File: src/isf_pkg.sv
`timescale 1ns / 1ps
// Shared types and constants for the independent set filter.
package isf_pkg;

  localparam int ROW_W           = 20;
  localparam int VCOUNT_W        = 5;
  localparam int SET_SIZE_W      = 3;
  localparam int KEPT_W          = 16;
  localparam int MIN_SET_SIZE    = 3;
  localparam int DEF_MAX_VERTICES = 20;
  localparam int DEF_MAX_SET_SIZE = 6;
  localparam logic [KEPT_W-1:0] KEPT_MAX = '1;
  localparam logic [SET_SIZE_W-1:0] SET_SIZE_RESET = SET_SIZE_W'(MIN_SET_SIZE);

  typedef struct packed {
    logic [ROW_W-1:0]    row_bits;
    logic [VCOUNT_W-1:0] vertex_count;
    logic                last_row;
  } isf_in_t;

  typedef struct packed {
    logic              set_found;
    logic [KEPT_W-1:0] kept_count;
  } isf_out_t;

  typedef enum logic [1:0] {
    ST_IDLE,
    ST_SEARCH,
    ST_EMIT
  } isf_state_t;

  typedef struct packed {
    logic load;
    logic start;
    logic step;
    logic emit;
  } isf_cmd_t;

  typedef struct packed {
    logic step_done;
    logic slot_free;
  } isf_sts_t;

endpackage

File: src/isf_ctrl.sv
`timescale 1ns / 1ps
// Controller state machine: row loading, search stepping and result hand-off.
module isf_ctrl (
  input  logic              clk,
  input  logic              rst_n,
  input  logic              in_valid,
  input  logic              in_last,
  output logic              in_stall,
  input  isf_pkg::isf_sts_t sts,
  output isf_pkg::isf_cmd_t cmd
);
  import isf_pkg::*;

  isf_state_t state_r, state_nxt;

  always_ff @(posedge clk) begin
    if (!rst_n) begin
      state_r <= ST_IDLE;
    end else begin
      state_r <= state_nxt;
    end
  end

  always_comb begin
    state_nxt = state_r;
    cmd       = '0;
    in_stall  = 1'b1;
    unique case (state_r)
      ST_IDLE: begin
        in_stall = 1'b0;
        if (in_valid) begin
          cmd.load = 1'b1;
          if (in_last) begin
            cmd.start = 1'b1;
            state_nxt = ST_SEARCH;
          end
        end
      end
      ST_SEARCH: begin
        cmd.step = 1'b1;
        if (sts.step_done) begin
          state_nxt = ST_EMIT;
        end
      end
      ST_EMIT: begin
        if (sts.slot_free) begin
          cmd.emit  = 1'b1;
          state_nxt = ST_IDLE;
        end
      end
      default: begin
        state_nxt = ST_IDLE;
      end
    endcase
  end

endmodule

File: src/isf_dp.sv
`timescale 1ns / 1ps
// Datapath: adjacency store, backtracking search stack, kept counter, result register.
module isf_dp #(
  parameter int MAX_VERTICES = isf_pkg::DEF_MAX_VERTICES,
  parameter int MAX_SET_SIZE = isf_pkg::DEF_MAX_SET_SIZE
) (
  input  logic                             clk,
  input  logic                             rst_n,
  input  isf_pkg::isf_in_t                 in_data,
  input  logic                             cfg_wr,
  input  logic [isf_pkg::SET_SIZE_W-1:0]   cfg_data,
  input  isf_pkg::isf_cmd_t                cmd,
  output isf_pkg::isf_sts_t                sts,
  output logic                             out_valid,
  input  logic                             out_stall,
  output isf_pkg::isf_out_t                out_data
);
  import isf_pkg::*;

  localparam int IDX_W   = $clog2(MAX_VERTICES);
  localparam int CNT_W   = $clog2(MAX_VERTICES + 1);
  localparam int DEPTH_W = $clog2(MAX_SET_SIZE);
  localparam int SET_W   = $clog2(MAX_SET_SIZE + 1);
  localparam int NCMP_W  = (CNT_W > VCOUNT_W) ? CNT_W : VCOUNT_W;
  localparam int KCMP_W  = (SET_W > SET_SIZE_W) ? SET_W : SET_SIZE_W;

  logic [ROW_W-1:0]        store_r [MAX_VERTICES];
  logic [CNT_W-1:0]        row_idx_r, row_idx_nxt;
  logic [MAX_VERTICES-1:0] cand_r [MAX_SET_SIZE];
  logic [DEPTH_W-1:0]      depth_r;
  logic [SET_SIZE_W-1:0]   set_size_r;
  logic                    found_r;
  logic [KEPT_W-1:0]       kept_r, kept_nxt;
  logic                    out_valid_r, out_valid_nxt;
  isf_out_t                out_data_r;

  logic [NCMP_W-1:0]       n_ext;
  logic [MAX_VERTICES-1:0] all_mask;
  logic [KCMP_W-1:0]       k_ext;
  logic [SET_W-1:0]        k_val;
  logic [MAX_VERTICES-1:0] cur, cur_clr, row_ext, next_cand;
  logic [IDX_W-1:0]        pick;
  logic [ROW_W-1:0]        pick_row;
  logic                    cur_empty, depth_last, row_room;

  // clamp vertex count and form the initial candidate set
  always_comb begin
    n_ext = NCMP_W'(in_data.vertex_count);
    if (n_ext > NCMP_W'(MAX_VERTICES)) begin
      n_ext = NCMP_W'(MAX_VERTICES);
    end
    for (int i = 0; i < MAX_VERTICES; i++) begin
      all_mask[i] = (NCMP_W'(i) < n_ext);
    end
  end

  // clamp set size
  always_comb begin
    k_ext = KCMP_W'(set_size_r);
    if (k_ext < KCMP_W'(MIN_SET_SIZE)) begin
      k_ext = KCMP_W'(MIN_SET_SIZE);
    end else if (k_ext > KCMP_W'(MAX_SET_SIZE)) begin
      k_ext = KCMP_W'(MAX_SET_SIZE);
    end
    k_val = SET_W'(k_ext);
  end

  // one search step: take lowest candidate, narrow by its non-neighbours above
  always_comb begin
    cur       = cand_r[depth_r];
    cur_empty = (cur == '0);
    pick      = '0;
    for (int i = MAX_VERTICES - 1; i >= 0; i--) begin
      if (cur[i]) begin
        pick = IDX_W'(i);
      end
    end
    cur_clr       = cur;
    cur_clr[pick] = 1'b0;
    pick_row      = store_r[pick];
    row_ext       = '0;
    for (int i = 0; i < MAX_VERTICES; i++) begin
      if (i < ROW_W) begin
        row_ext[i] = pick_row[i];
      end
    end
    next_cand  = cur_clr & ~row_ext;
    depth_last = ((SET_W'(depth_r) + SET_W'(1)) == k_val);
  end

  assign row_room      = (row_idx_r < CNT_W'(MAX_VERTICES));
  assign sts.step_done = cur_empty ? (depth_r == '0) : depth_last;
  assign sts.slot_free = !out_valid_r || !out_stall;

  always_comb begin
    row_idx_nxt = row_idx_r;
    if (cmd.load) begin
      if (in_data.last_row) begin
        row_idx_nxt = '0;
      end else if (row_room) begin
        row_idx_nxt = row_idx_r + CNT_W'(1);
      end
    end
  end

  always_comb begin
    kept_nxt = kept_r;
    if (!found_r && kept_r != KEPT_MAX) begin
      kept_nxt = kept_r + KEPT_W'(1);
    end
  end

  always_comb begin
    out_valid_nxt = out_valid_r && out_stall;
    if (cmd.emit) begin
      out_valid_nxt = 1'b1;
    end
  end

  always_ff @(posedge clk) begin
    if (cmd.load && row_room) begin
      store_r[row_idx_r[IDX_W-1:0]] <= in_data.row_bits;
    end
  end

  always_ff @(posedge clk) begin
    if (cmd.start) begin
      cand_r[0] <= all_mask;
    end else if (cmd.step && !cur_empty) begin
      cand_r[depth_r] <= cur_clr;
      if (!depth_last) begin
        cand_r[DEPTH_W'(depth_r + DEPTH_W'(1))] <= next_cand;
      end
    end
  end

  always_ff @(posedge clk) begin
    if (cmd.step && sts.step_done) begin
      found_r <= !cur_empty;
    end
    if (cmd.emit) begin
      out_data_r.set_found  <= found_r;
      out_data_r.kept_count <= kept_nxt;
    end
  end

  always_ff @(posedge clk) begin
    if (!rst_n) begin
      row_idx_r   <= '0;
      depth_r     <= '0;
      set_size_r  <= SET_SIZE_RESET;
      kept_r      <= '0;
      out_valid_r <= 1'b0;
    end else begin
      row_idx_r   <= row_idx_nxt;
      out_valid_r <= out_valid_nxt;
      if (cfg_wr) begin
        set_size_r <= cfg_data;
      end
      if (cmd.emit) begin
        kept_r <= kept_nxt;
      end
      if (cmd.start) begin
        depth_r <= '0;
      end else if (cmd.step) begin
        if (cur_empty) begin
          if (depth_r != '0) begin
            depth_r <= depth_r - DEPTH_W'(1);
          end
        end else if (!depth_last) begin
          depth_r <= depth_r + DEPTH_W'(1);
        end
      end
    end
  end

  assign out_valid = out_valid_r;
  assign out_data  = out_data_r;

endmodule

File: src/independent_set_filter.sv
`timescale 1ns / 1ps
// Top level: row beats are taken while the controller is idle; the last row starts the subset search.
// Search: each backtracking step tries one candidate vertex or pops one level; after
// the search the emit state writes the result register once the output slot is free.
// Input is stalled from the last row until the result is emitted, so a new graph waits
// for the previous one to finish; the step count is data dependent.
// Reset: rst_n clears row index, set size (to 3), kept count and all handshake state;
// adjacency rows hold no reset value and are defined once written.
module independent_set_filter #(
  parameter int MAX_VERTICES = isf_pkg::DEF_MAX_VERTICES,
  parameter int MAX_SET_SIZE = isf_pkg::DEF_MAX_SET_SIZE
) (
  input  logic                           clk,
  input  logic                           rst_n,
  input  logic                           in_valid,
  output logic                           in_stall,
  input  isf_pkg::isf_in_t               in_data,
  output logic                           out_valid,
  input  logic                           out_stall,
  output isf_pkg::isf_out_t              out_data,
  input  logic                           cfg_valid,
  output logic                           cfg_ready,
  input  logic [isf_pkg::SET_SIZE_W-1:0] cfg_data
);
  import isf_pkg::*;

  isf_cmd_t cmd;
  isf_sts_t sts;

  assign cfg_ready = 1'b1;

  isf_ctrl u_ctrl (
    .clk      (clk),
    .rst_n    (rst_n),
    .in_valid (in_valid),
    .in_last  (in_data.last_row),
    .in_stall (in_stall),
    .sts      (sts),
    .cmd      (cmd)
  );

  isf_dp #(
    .MAX_VERTICES (MAX_VERTICES),
    .MAX_SET_SIZE (MAX_SET_SIZE)
  ) u_dp (
    .clk       (clk),
    .rst_n     (rst_n),
    .in_data   (in_data),
    .cfg_wr    (cfg_valid && cfg_ready),
    .cfg_data  (cfg_data),
    .cmd       (cmd),
    .sts       (sts),
    .out_valid (out_valid),
    .out_stall (out_stall),
    .out_data  (out_data)
  );

endmodule
File: config.mk
export PLATFORM = sky130hd
export DESIGN_NAME = independent_set_filter
export DESIGN_NICKNAME = d
export VERILOG_FILES = /design/src/isf_pkg.sv /design/src/isf_ctrl.sv /design/src/isf_dp.sv /design/src/independent_set_filter.sv
export SDC_FILE = /design/constraint.sdc
export NUM_CORES = 1
export LEC_CHECK = 0
export BUFFER_PORTS_ARGS = -buffer_cell sky130_fd_sc_hd__buf_2
export CELL_PAD_IN_SITES_DETAIL_PLACEMENT = 1
export CELL_PAD_IN_SITES_GLOBAL_PLACEMENT = 2
export CORE_MARGIN = 1.5
export CORE_UTILIZATION = 46
export DETAILED_ROUTE_END_ITERATION = 7
export PLACE_DENSITY_LB_ADDON = 0.1
export SLEW_MARGIN = 20
export SYNTH_ARGS = -nofsm -noshare
export SYNTH_HDL_FRONTEND = slang
export SYNTH_SLANG_ARGS = --single-unit
File: constraint.sdc
create_clock -name clk -period 7.16 [get_ports clk]
set_input_delay 0.716 -clock clk [delete_from_list [all_inputs] [get_ports clk]]
set_output_delay 0.716 -clock clk [all_outputs]
set_load 0.01 [all_outputs]
==> flow_results.xml <==
<?xml version="1.0" encoding="UTF-8"?>
<metrics>
  <group name="logic_synthesis">
    <metric name="synth_xor_area_frac" unit="">0.0164</metric>
    <metric name="synth-async-reset-ratio" unit="">0</metric>
    <metric name="ys_ff_latch" unit="">380</metric>
    <metric name="synth.mux.area_fraction" unit="">0.0904</metric>
    <metric name="synth_edf_count" unit="">347</metric>
    <metric name="synth_sequential_area_ratio" unit="">0.609</metric>
    <metric name="synth.avg_cell_area" unit="um^2">12.8</metric>
    <metric name="combinational_family_with_the_most_area_after_synthesis" unit="">compound AO/OA/AOI/OAI gates</metric>
    <metric name="synthCells" unit="">1419</metric>
    <metric name="synth.yosys.warnings" unit="">0</metric>
    <metric name="dominantRegCellSynth" unit="">edfxtp_1</metric>
    <metric name="synthAdderAreaFrac" unit="">0.00550</metric>
    <metric name="synth-compound-area-share" unit="">0.143</metric>
    <metric name="distinct_cells_synth" unit="">95</metric>
    <metric name="synth_area" unit="um^2">18200</metric>
    <metric name="yosys.area_share.simple" unit="">0.106</metric>
    <metric name="syn_nets" unit="">1461</metric>
  </group>
  <group name="grt">
    <metric name="wire_length_of_the_first_global_routing_pass" unit="um">80900</metric>
    <metric name="grt_antenna_before_repair" unit="">3</metric>
    <metric name="number_of_global_route_vias_before_repair" unit="">12500</metric>
    <metric name="grt_start_max_net_pins" unit="">49</metric>
    <metric name="global_route.overflow_total" unit="">0</metric>
    <metric name="gr_util_all_layers" unit="">0.269</metric>
  </group>
  <group name="cts">
    <metric name="root_buffer" unit="">clkbuf_16</metric>
    <metric name="tritoncts" unit="">done</metric>
    <metric name="post-cts-setup-buffers" unit="">0</metric>
    <metric name="number_of_sinks_driven_by_the_clock_tree" unit="">380</metric>
    <metric name="clock_insertion_delay_worst_skew" unit="ns">0.58</metric>
    <metric name="cts.reportedPaths.clkPinSlew" unit="ns">0.07</metric>
    <metric name="cts-resized-gates" unit="">0</metric>
    <metric name="cts_hold_repair.buffers" unit="">0</metric>
    <metric name="cts_made_buffers" unit="">41</metric>
    <metric name="buffers_from_clock_root_to_sink_at_most" unit="">3</metric>
    <metric name="ctsHtreeMaxLevel" unit="">2</metric>
  </group>
  <group name="critical_path">
    <metric name="criticalPathCategory" unit="">register to register</metric>
    <metric name="startpoint_type" unit="">register</metric>
    <metric name="crit_path_end_kind" unit="">register</metric>
    <metric name="ff2ff_setup_slack" unit="ns">1.44</metric>
    <metric name="crit_buf_inv" unit="">1</metric>
    <metric name="worst_path_largest_cell_delay" unit="ns">0.86</metric>
    <metric name="timing.critical_path.max_delay_family" unit="">compound AO/OA/AOI/OAI gates</metric>
    <metric name="crit_fanout" unit="">27</metric>
    <metric name="worst_r2r_endpoint" unit="">u_dp.cand_r[3][13]</metric>
    <metric name="cp_slowest_cell" unit="">a221oi_2</metric>
    <metric name="crit_required" unit="ns">7.44</metric>
    <metric name="worstPathArrival" unit="ns">5.99</metric>
    <metric name="cp_cell_sequence" unit="">buf_4 -&gt; mux4_2 -&gt; mux2i_1 -&gt; nand4_1 -&gt; a21oi_2 -&gt; a31o_2 -&gt; a21oi_4 -&gt; nor2_4 -&gt; a22oi_1 -&gt; a221oi_2 -&gt; o31ai_1</metric>
    <metric name="worstRegToRegCells" unit="">11</metric>
  </group>
  <group name="routing">
    <metric name="dr.first_iter.drc_count" unit="">991</metric>
    <metric name="drc_errors" unit="">0</metric>
    <metric name="routedWlPerCell" unit="um">27.1</metric>
    <metric name="drt-pass1-iter-count" unit="">5</metric>
    <metric name="routed_via_density" unit="">6.23</metric>
    <metric name="route.antenna.remaining_nets" unit="">0</metric>
    <metric name="routed-via-count" unit="">12600</metric>
    <metric name="drt_wl_total" unit="um">54700</metric>
  </group>
  <group name="placed_design">
    <metric name="buffer_ports.inserted" unit="">51</metric>
    <metric name="gp_congestion" unit="">0.837</metric>
    <metric name="preCtsSetupSlack" unit="ns">1.50</metric>
    <metric name="place.detailed.hpwl" unit="um">37200</metric>
    <metric name="dpl_cell_area" unit="um^2">19000</metric>
  </group>
  <group name="die">
    <metric name="num_io_pins" unit="">54</metric>
    <metric name="starting_utilization_of_the_core_area" unit="">0.469</metric>
    <metric name="die_h" unit="um">202</metric>
    <metric name="core-area" unit="um^2">38800</metric>
    <metric name="chipWidth" unit="um">202</metric>
    <metric name="std_cell_rows" unit="">72</metric>
    <metric name="dieArea" unit="um^2">40800</metric>
  </group>
  <group name="timing">
    <metric name="rsz_0062_raised_after_global_routing" unit="">false</metric>
    <metric name="slew_at_the_pin_with_the_worst_max_slew_slack" unit="ns">1.14</metric>
    <metric name="timing.max_slew.rel_slack" unit="">0.236</metric>
    <metric name="setup_viol" unit="">0</metric>
    <metric name="postLayoutSetupSlackWorst" unit="ns">1.44</metric>
    <metric name="clock.fmax" unit="MHz">175</metric>
    <metric name="slew_violations" unit="">0</metric>
    <metric name="final_hold_viol_count" unit="">0</metric>
    <metric name="period_share" unit="">0.799</metric>
    <metric name="final.min_clock_period" unit="ns">5.72</metric>
    <metric name="setup_tns" unit="ns">0</metric>
    <metric name="skew" unit="ns">0.0123</metric>
  </group>
  <group name="worst_hold_path">
    <metric name="min_path_cells" unit="">1</metric>
    <metric name="holdCritStartpoint" unit="">in_data[8]</metric>
    <metric name="worst_min_path_class" unit="">input port to register</metric>
    <metric name="timing.hold.worst_endpoint" unit="">u_dp.store_r[0][2]</metric>
  </group>
  <group name="final_layout">
    <metric name="finish.net_count" unit="">1511</metric>
    <metric name="most_frequent_cells_in_the_layout" unit="">edfxtp_1, nand2_1, nor2_1, mux2i_1, buf_2</metric>
    <metric name="area_delta_synth_final" unit="%">11.7</metric>
    <metric name="n_antenna_cell" unit="">0</metric>
    <metric name="finalInstanceArea" unit="um^2">20300</metric>
    <metric name="most_common_library_cell_in_the_layout_ignoring_fill_and_taps" unit="">edfxtp_1</metric>
    <metric name="fillCellCount" unit="">3915</metric>
    <metric name="drive_gt1_frac" unit="">0.174</metric>
  </group>
  <group name="status">
    <metric name="run_status" unit="">complete, no violations</metric>
  </group>
  <group name="pwr">
    <metric name="total_leakage_power" unit="nW">6.84</metric>
    <metric name="vdd_ir_drop_max" unit="uV">223</metric>
    <metric name="pwr_density_cell" unit="nW/um^2">271</metric>
  </group>
  <group name="run">
    <metric name="max_cap_viol_count" unit="">0</metric>
  </group>
</metrics>
==> per-stage QoR <==
| step | hold slack, ns | utilization | std cells | power (mW) |
|---|---|---|---|---|
| after floorplan | 0.427 | - | 1419 | 3.14 |
| after global placement | 0.514 | 0.490 | 1944 | 3.42 |
| after detailed placement | 0.501 | 0.490 | 1944 | 3.44 |
| after CTS | 0.320 | 0.524 | 2018 | 5.53 |
| after global routing | 0.332 | 0.524 | 2018 | 5.67 |
| final | 0.349 | 0.524 | 2018 | 5.51 |
==> layout make-up <==
type | count | area (um^2) | area share
multi-input combinational | 936 | 6690 | 0.329
tap | 518 | 648 | 0.0319
clock inverter | 23 | 219 | 0.0108
sequential | 380 | 11100 | 0.545
clock buffer | 51 | 1080 | 0.0533
inverter | 23 | 86.3 | 0.00425
timing repair buffer | 87 | 526 | 0.0258
==> state kept, by name, indices dropped and copies added, names as in the netlist, named ones only <==
| register | flops |
|---|---|
| u_dp.cand_r | 120 |
| u_dp.out_data | 17 |
| u_dp.out_valid | 1 |
| u_dp.kept_r | 16 |
| u_dp.found_r | 1 |
| u_dp.set_size_r | 3 |
| u_dp.row_idx_r | 5 |
| u_ctrl.state_r | 2 |
| u_dp.depth_r | 3 |
| u_dp.store_r | 209 |
==> metal layers <==
layer,up-vias,part of all wire,GRT usage
met5,-,0.00042,0
met4,4,0.031,0.0991
met3,100,0.072,0.0463
met2,430,0.47,0.431
met1,6375,0.43,0.368
li1,5658,-,-
==> logic make-up after synthesis <==
group / Yosys count
adders and majority gates: 8
other: 1
DFF: 380
muxes: 139
xor gates and xnor gates: 34
AOI/OAI and AO/OA: 353
and+or+nand+nor: 401
buffers and inverters: 103
==> power by group <==
group / switching, mW / internal (mW) / total (mW)
clock: 0.900 / 1.19 / 2.09
sequential: 0.0288 / 2.49 / 2.52
combinational: 0.621 / 0.272 / 0.892
==> worst max path at each step <==
stage,slack (ns),depth (start not counted),start,endpoint
after floorplan,2.52,12,register,u_dp.cand_r[4][0]
after global placement,1.60,12,register,u_dp.cand_r[0][10]
after detailed placement,1.50,12,register,u_dp.cand_r[5][8]
after CTS,1.51,12,register,u_dp.cand_r[5][8]
after global routing,1.23,12,register,u_dp.cand_r[1][10]
final,1.44,11,register,u_dp.cand_r[3][13]
==> synth_stat cells (all sizes together) (15+ instances only) <==
library cell  number  area [um^2]
edfxtp           347        10400
nand2            150          571
nor2              90          365
o21ai             86          457
mux2i             76          790
mux2              50          563
nand3             48          240
buf               46          337
a21oi             42          236
clkbuf            34          128
dfxtp             33          661
a22oi             29          223
o31ai             25          193
a221oi            23          239
inv               23         86.3
xnor2             23          201
and2              21          131
and3              16          100
o41ai             16          140
nor3              15         91.3
==> worst register-to-register path, cell delays in order, from the launching register on <==
cell	delay (ns)
dfxtp_2	0.80
buf_4	0.45
mux4_2	0.59
mux2i_1	0.37
nand4_1	0.19
a21oi_2	0.38
a31o_2	0.39
a21oi_4	0.24
nor2_4	0.70
a22oi_1	0.26
a221oi_2	0.86
o31ai_1	0.21
(Power assumes the default switching activity.)
